File: src/design/jac_pkg.sv
package jac_pkg;

    localparam int ADC_BITS_DEFAULT = 10;
    localparam int AXIS_W           = 8;
    localparam int DEAD_W           = 7;
    localparam int CFG_IDX_W        = 2;
    localparam int NUM_W            = 15;
    localparam int DIV_STEPS        = NUM_W;
    localparam int STEP_W           = 4;

    localparam logic [6:0] SCALE_FULL = 7'd100;

    localparam logic [CFG_IDX_W-1:0] CFG_AXIS_MIN    = 2'd0;
    localparam logic [CFG_IDX_W-1:0] CFG_AXIS_MAX    = 2'd1;
    localparam logic [CFG_IDX_W-1:0] CFG_AXIS_CENTRE = 2'd2;
    localparam logic [CFG_IDX_W-1:0] CFG_DEAD_BAND   = 2'd3;

    function automatic logic signed [7:0] median3(
        input logic signed [7:0] a,
        input logic signed [7:0] b,
        input logic signed [7:0] c
    );
        logic signed [7:0] m;
        m = c;
        if (a < c) begin
            if (b < c) begin
                m = (a > b) ? a : b;
            end
        end else if (b > c) begin
            m = (a < b) ? a : b;
        end
        return m;
    endfunction

endpackage

File: src/design/joystick_axis_conditioner_top.sv
// A transaction passes the clamp, setup, 15-step divide and done states;
// divide is skipped if the sample falls in the dead band or the span is zero.
// One item is handled at a time; o_stall is high outside the idle state.
// A new item is taken while a finished result still waits at the output.
// Synchronous active-low reset restores the register defaults and clears history.
module joystick_axis_conditioner_top
    import jac_pkg::*;
#(
    parameter int ADC_BITS = ADC_BITS_DEFAULT
) (
    input  logic                  i_clk,
    input  logic                  i_rst_n,
    input  logic                  i_valid,
    output logic                  o_stall,
    input  logic [ADC_BITS-1:0]   i_raw_sample,
    input  logic                  i_button_level,
    output logic                  o_valid,
    input  logic                  i_stall,
    output logic signed [7:0]     o_axis_angle,
    output logic                  o_button_pressed,
    input  logic                  i_cfg_valid,
    output logic                  o_cfg_ready,
    input  logic [CFG_IDX_W-1:0]  i_cfg_index,
    input  logic [AXIS_W-1:0]     i_cfg_data
);

    typedef enum logic [2:0] {
        S_IDLE,
        S_CLAMP,
        S_SETUP,
        S_DIV,
        S_DONE
    } t_state;

    t_state r_state;

    logic [AXIS_W-1:0] r_axis_min;
    logic [AXIS_W-1:0] r_axis_max;
    logic [AXIS_W-1:0] r_axis_centre;
    logic [DEAD_W-1:0] r_dead_band;

    logic [AXIS_W-1:0]       r_sample;
    logic                    r_button;
    logic signed [8:0]       r_ax;
    logic [AXIS_W-1:0]       r_den;
    logic                    r_neg;
    logic                    r_zero;
    logic [AXIS_W-1:0]       r_rem;
    logic [NUM_W-1:0]        r_quo;
    logic [STEP_W-1:0]       r_step;
    logic signed [7:0]       r_newest;
    logic signed [7:0]       r_older;
    logic                    r_out_valid;
    logic signed [7:0]       r_out_angle;
    logic                    r_out_button;

    logic [AXIS_W-1:0]  clamped;
    logic signed [9:0]  dz_ext;
    logic signed [9:0]  lo_sum;
    logic signed [9:0]  hi_diff;
    logic signed [9:0]  lo_mag;
    logic signed [9:0]  den_lo;
    logic signed [9:0]  den_hi;
    logic signed [9:0]  den_sel;
    logic signed [9:0]  den_mag;
    logic               side_lo;
    logic               side_hi;
    logic [AXIS_W-1:0]  num_mag;
    logic [NUM_W-1:0]   product;
    logic [8:0]         shifted;
    logic [9:0]         trial;
    logic [6:0]         sat_mag;
    logic signed [7:0]  scaled;
    logic               out_free;
    logic               in_take;

    assign o_stall          = (r_state != S_IDLE);
    assign o_cfg_ready      = 1'b1;
    assign o_valid          = r_out_valid;
    assign o_axis_angle     = r_out_angle;
    assign o_button_pressed = r_out_button;

    assign in_take  = i_valid && (r_state == S_IDLE);
    assign out_free = !r_out_valid || !i_stall;

    always_comb begin
        if (r_sample < r_axis_min) begin
            clamped = r_axis_min;
        end else if (r_sample > r_axis_max) begin
            clamped = r_axis_max;
        end else begin
            clamped = r_sample;
        end

        dz_ext  = $signed({3'b000, r_dead_band});
        lo_sum  = 10'(r_ax) + dz_ext;
        hi_diff = 10'(r_ax) - dz_ext;
        lo_mag  = -lo_sum;
        side_lo = lo_sum[9];
        side_hi = !hi_diff[9] && (hi_diff != 10'sd0);
        den_lo  = $signed({2'b00, r_axis_centre}) - $signed({2'b00, r_axis_min});
        den_hi  = $signed({2'b00, r_axis_max}) - $signed({2'b00, r_axis_centre});
        den_sel = side_lo ? den_lo : den_hi;
        den_mag = den_sel[9] ? -den_sel : den_sel;
        num_mag = side_lo ? lo_mag[7:0] : hi_diff[7:0];
        product = NUM_W'(num_mag) * NUM_W'(SCALE_FULL);

        shifted = {r_rem, r_quo[NUM_W-1]};
        trial   = {1'b0, shifted} - {2'b00, r_den};

        sat_mag = (r_quo > NUM_W'(SCALE_FULL)) ? SCALE_FULL : r_quo[6:0];
        if (r_zero) begin
            scaled = 8'sd0;
        end else if (r_neg) begin
            scaled = -$signed({1'b0, sat_mag});
        end else begin
            scaled = $signed({1'b0, sat_mag});
        end
    end

    always_ff @(posedge i_clk) begin
        if (!i_rst_n) begin
            r_state       <= S_IDLE;
            r_axis_min    <= 8'd0;
            r_axis_max    <= 8'd255;
            r_axis_centre <= 8'd128;
            r_dead_band   <= 7'd0;
            r_newest      <= 8'sd0;
            r_older       <= 8'sd0;
            r_out_valid   <= 1'b0;
        end else begin
            if (i_cfg_valid) begin
                unique case (i_cfg_index)
                    CFG_AXIS_MIN:    r_axis_min    <= i_cfg_data;
                    CFG_AXIS_MAX:    r_axis_max    <= i_cfg_data;
                    CFG_AXIS_CENTRE: r_axis_centre <= i_cfg_data;
                    CFG_DEAD_BAND:   r_dead_band   <= i_cfg_data[DEAD_W-1:0];
                    default:         ;
                endcase
            end

            if (r_out_valid && !i_stall && (r_state != S_DONE)) begin
                r_out_valid <= 1'b0;
            end

            unique case (r_state)
                S_IDLE: begin
                    if (in_take) begin
                        r_sample <= i_raw_sample[ADC_BITS-1 -: AXIS_W];
                        r_button <= i_button_level;
                        r_state  <= S_CLAMP;
                    end
                end
                S_CLAMP: begin
                    r_ax    <= $signed({1'b0, clamped}) - $signed({1'b0, r_axis_centre});
                    r_state <= S_SETUP;
                end
                S_SETUP: begin
                    r_den  <= den_mag[7:0];
                    r_neg  <= side_lo ^ den_sel[9];
                    r_rem  <= '0;
                    r_quo  <= product;
                    r_step <= '0;
                    if ((!side_lo && !side_hi) || (den_sel == 10'sd0)) begin
                        r_zero  <= 1'b1;
                        r_state <= S_DONE;
                    end else begin
                        r_zero  <= 1'b0;
                        r_state <= S_DIV;
                    end
                end
                S_DIV: begin
                    if (trial[9]) begin
                        r_rem <= shifted[7:0];
                    end else begin
                        r_rem <= trial[7:0];
                    end
                    r_quo  <= {r_quo[NUM_W-2:0], !trial[9]};
                    r_step <= r_step + 1'b1;
                    if (r_step == STEP_W'(DIV_STEPS - 1)) begin
                        r_state <= S_DONE;
                    end
                end
                S_DONE: begin
                    if (out_free) begin
                        r_out_valid  <= 1'b1;
                        r_out_angle  <= median3(r_newest, r_older, scaled);
                        r_out_button <= !r_button;
                        r_older      <= r_newest;
                        r_newest     <= scaled;
                        r_state      <= S_IDLE;
                    end
                end
                default: r_state <= S_IDLE;
            endcase
        end
    end

endmodule
File: config.mk
export PLATFORM = sky130hd
export DESIGN_NAME = joystick_axis_conditioner_top
export DESIGN_NICKNAME = d
export VERILOG_FILES = /design/src/design/jac_pkg.sv /design/src/design/joystick_axis_conditioner_top.sv
export SDC_FILE = /design/constraint.sdc
export NUM_CORES = 1
export LEC_CHECK = 0
export BUFFER_PORTS_ARGS = -buffer_cell sky130_fd_sc_hd__buf_2
export CAP_MARGIN = 20
export CORE_MARGIN = 10
export CORE_UTILIZATION = 55
export CTS_CLUSTER_SIZE = 20
export DETAILED_ROUTE_END_ITERATION = 12
export PLACE_DENSITY = 0.8
export SYNTH_ARGS = -nofsm -noshare
export SYNTH_HDL_FRONTEND = slang
export SYNTH_SLANG_ARGS = --single-unit
export TNS_END_PERCENT = 30
File: constraint.sdc
create_clock -name i_clk -period 10.2 [get_ports i_clk]
set_input_delay 0 -clock i_clk [delete_from_list [all_inputs] [get_ports i_clk]]
set_output_delay 0 -clock i_clk [all_outputs]
set_load 0.03 [all_outputs]
==> metrics.md <==
| Metric | Value |
|---|---|
| DRT antenna net count | 0 |
| Leak | 4.40 nW |
| Crit start category | register |
| Yosys Warn Count | 0 |
| Yosys cell types | 81 |
| Clock buffer depth | 2 |
| Post-synth ARST share | 0% |
| Post-CTS Setup Bufs | 0 |
| Worst Hold Launch | i_cfg_index[0] |
| Hold WS | 82.0 ps |
| Row cnt | 46 |
| Fin crit share | 58.6% |
| Area grow syn2layout | 12.7% |
| CP delay by family, top | compound AO/OA/AOI/OAI gates |
| Die X | 148 um |
| Mapped Cells | 1009 |
| Area of the core | 16000 um^2 |
| Fmax | 167 MHz |
| Post-route cell area | 10200 um^2 |
| Post-synthesis cell area | 9050 um^2 |
| Starting DRC count in detailed routing | 537 |
| CP dominant cell by count | ha_1 |
| Resized Gates After CTS | 0 |
| Initial antenna violation count | 0 |
| Final min period | 5970 ps |
| Clock sinks | 115 |
| CP Class | register to register |
| Number of global-route vias before repair | 7122 |
| Multi-input gate area | 5610 um^2 |
| Crit path from | r_dead_band[1] |
| Worst-path cell chain | inv_1 -> ha_1 -> nor2b_1 -> o211ai_2 -> a2111oi_4 -> or2_0 -> nor2_1 -> a21oi_2 -> xor2_1 -> ha_1 -> ha_1 -> fa_1 -> ha_1 -> a21o_1 -> a21oi_1 -> o21bai_1 -> a21oi_1 -> o21bai_1 -> a21oi_1 -> xor2_1 -> o21ai_0 |
| Register area | 2940 um^2 |
| Finish-stage setup viols | 0 |
| Port Buffers | 34 |
| CTS H-Tree Depth | 4 |
| Initial DRT Pass Iterations | 6 |
| Post-synth EDFFs | 64 |
| Total Wirelength | 20700 um |
| Max-cap violations | 0 |
| CP Depth | 21 |
| Status | completed |
| Skew-Pair Late Insertion Delay | 430 ps |
| First-pass GRT wire length | 34300 um |
| Worst slew pin tran | 1060 ps |
| Post-DP Area | 9380 um^2 |
| Routability cong. | 0.925 |
| Wire per inst | 16.1 um |
| Vias | 7346 |
| Gr ovfl total | 0 |
| WP data arrival | 6140 ps |
| Largest net degree at the start of global routing | 55 |
| Mapped Nets | 1161 |
| Fillers | 1313 |
| WP buf/inv | 1 |
| VDD IR max | 0.148 mV |
| CP Data Required Time | 10360 ps |
| Util after Layout | 63.7% |
| Num CTS Buffers | 17 |
| Initial core utilization | 56.6% |
| Worst r2r src | r_dead_band[1] |
| Fin. max-slew vios | 0 |
| Die Y | 148 um |
| Prevailing post-synth register cell | edfxtp_1 |
| Final nets | 1206 |
| Setup total negative slack | 0 ps |
| Clock Skew | 11.7 ps |
| Max stage delay on crit path | 770 ps |
| Clk root buf | clkbuf_16 |
| RSZ-0062 raised after global routing | no |
| Synth Register Bits | 115 |
| Syn avg cell area | 8.97 um^2 |
| Slew margin rel. | 29.2% |
| Area of the die | 22000 um^2 |
| Power Density | 228 nW/um^2 |
| Hold Fails Final Rpt | 0 |
| IO Pins | 38 |
| Via density | 5.73 |
| Critical path fanouts, max | 15 |
| Worst min path class | input port to register |
| CP endpoint kind | register |
| Clk pin slew, worst setup/hold paths | 60 ps |
| GRT Total Usage | 19.0% |
| Sequential fraction of the synthesis area | 32.5% |
| Share of cells above drive strength 1 | 9.09% |
| Hold path depth | 4 |
| Inserted Diodes | 0 |
| Hpwl dp | 15100 um |
| DRC Markers | 0 |
| CP max stage cell | or2_0 |
| CTS tree | yes |
| R2R depth | 21 |
## final cells by class
cell class,count,share of cell area [%]
clock buffer,25,5.50
clock inverter,7,0.503
inverter,97,3.57
multi-input combinational,767,55.0
sequential,115,28.9
tap,216,2.65
timing repair buffer,56,3.93
## through the flow
step | cells | total power [mW] | setup WS, ps
after floorplan | 1009 | 1.48 | 5270
after global placement | 1231 | 1.65 | 4440
after detailed placement | 1232 | 1.69 | 4310
after CTS | 1282 | 2.33 | 4190
after global routing | 1283 | 2.49 | 3710
final | 1283 | 2.32 | 4230
## power by group
| part | switching [mW] | internal [mW] |
|---|---|---|
| clock network | 0.223 | 0.384 |
| logic | 0.587 | 0.464 |
| registers | 0.0522 | 0.613 |
## registers in the layout (all words and copies together), names as in the netlist, 3 cells and up
signal,count
r_axis_centre,8
r_dead_band,7
r_sample,8
r_step,4
r_axis_min,8
r_newest,8
r_den,8
r_state,3
o_axis_angle,8
r_rem,8
r_ax,9
r_older,8
r_quo,15
r_axis_max,8
## synthesized netlist by cell type, drive strengths merged (10+ instances only)
cell,number,share of area [%]
a21boi,22,1.8
o21bai,10,0.83
nor3,15,0.83
a21o,18,1.5
inv,97,4.0
nand2,103,4.3
ha,117,16
mux2i,30,3.4
dfxtp,51,11
and2,13,0.90
xnor2,34,3.3
edfxtp,64,21
buf,10,0.71
nor2,87,3.7
nand2b,15,1.1
o211ai,11,1.0
nor2b,31,2.1
o21ai,42,2.3
clkbuf,20,0.84
xor2,20,1.9
a21oi,67,3.8
## worst reg2reg max path: cells and delay by family (launching register included)
kind | cells | cell delay (ps)
buf+inv | 1 | 110
fa+ha+maj | 5 | 1750
xor+xnor | 2 | 400
simple gates | 3 | 1090
flops | 1 | 430
compound gates | 10 | 1920
## kinds of logic after synthesis
family / share of synthesized area (%)
buffers and inverters: 5.57
and+or+nand+nor: 17.5
xor gates and xnor gates: 5.23
AOI/OAI and AO/OA: 17.5
other: 0.0414
DFF: 32.5
muxes: 3.48
adders and majority gates: 18.2
## final timing paths
| path | endpoint | slack (ps) |
|---|---|---|
| setup / recovery | r_quo[14] | 4230 |
| hold / removal | r_axis_centre[5] | 80 |
| setup reg to reg | r_quo[14] | 4230 |
| hold reg to reg | r_older[2] | 490 |
## per-layer routing
metal	vias up	track usage [%]	share of wire (%)
met5	-	0	0
met4	0	7.78	2.6
met3	46	3.70	4.7
met2	217	33.6	51
met1	3428	21.8	42
li1	3655	-	-
## placed cells by master (no fill, tap or decap), types with 10 or more instances in the layout
cell type	netlist	routed
buf_2	6	34
a21oi_1	65	65
nand2_1	102	102
xor2_1	20	20
a21boi_0	21	21
o21bai_1	10	10
nor2_1	85	85
clkbuf_16	0	21
nor3_1	15	15
a21o_1	18	18
o21ai_0	41	41
nand2b_1	14	14
mux2i_1	29	29
and2_1	13	13
dlygate4sd3_1	0	18
edfxtp_1	64	64
dfxtp_1	51	51
nor2b_1	31	31
ha_1	117	117
inv_1	97	97
xnor2_1	34	34
## timing repair
action / CTS / global route
hold endpoints to repair: 41 / 0
setup endpoints to repair: 0 / 0
hold buffers: 18 / 0
Power figures use the tool's default switching activity.
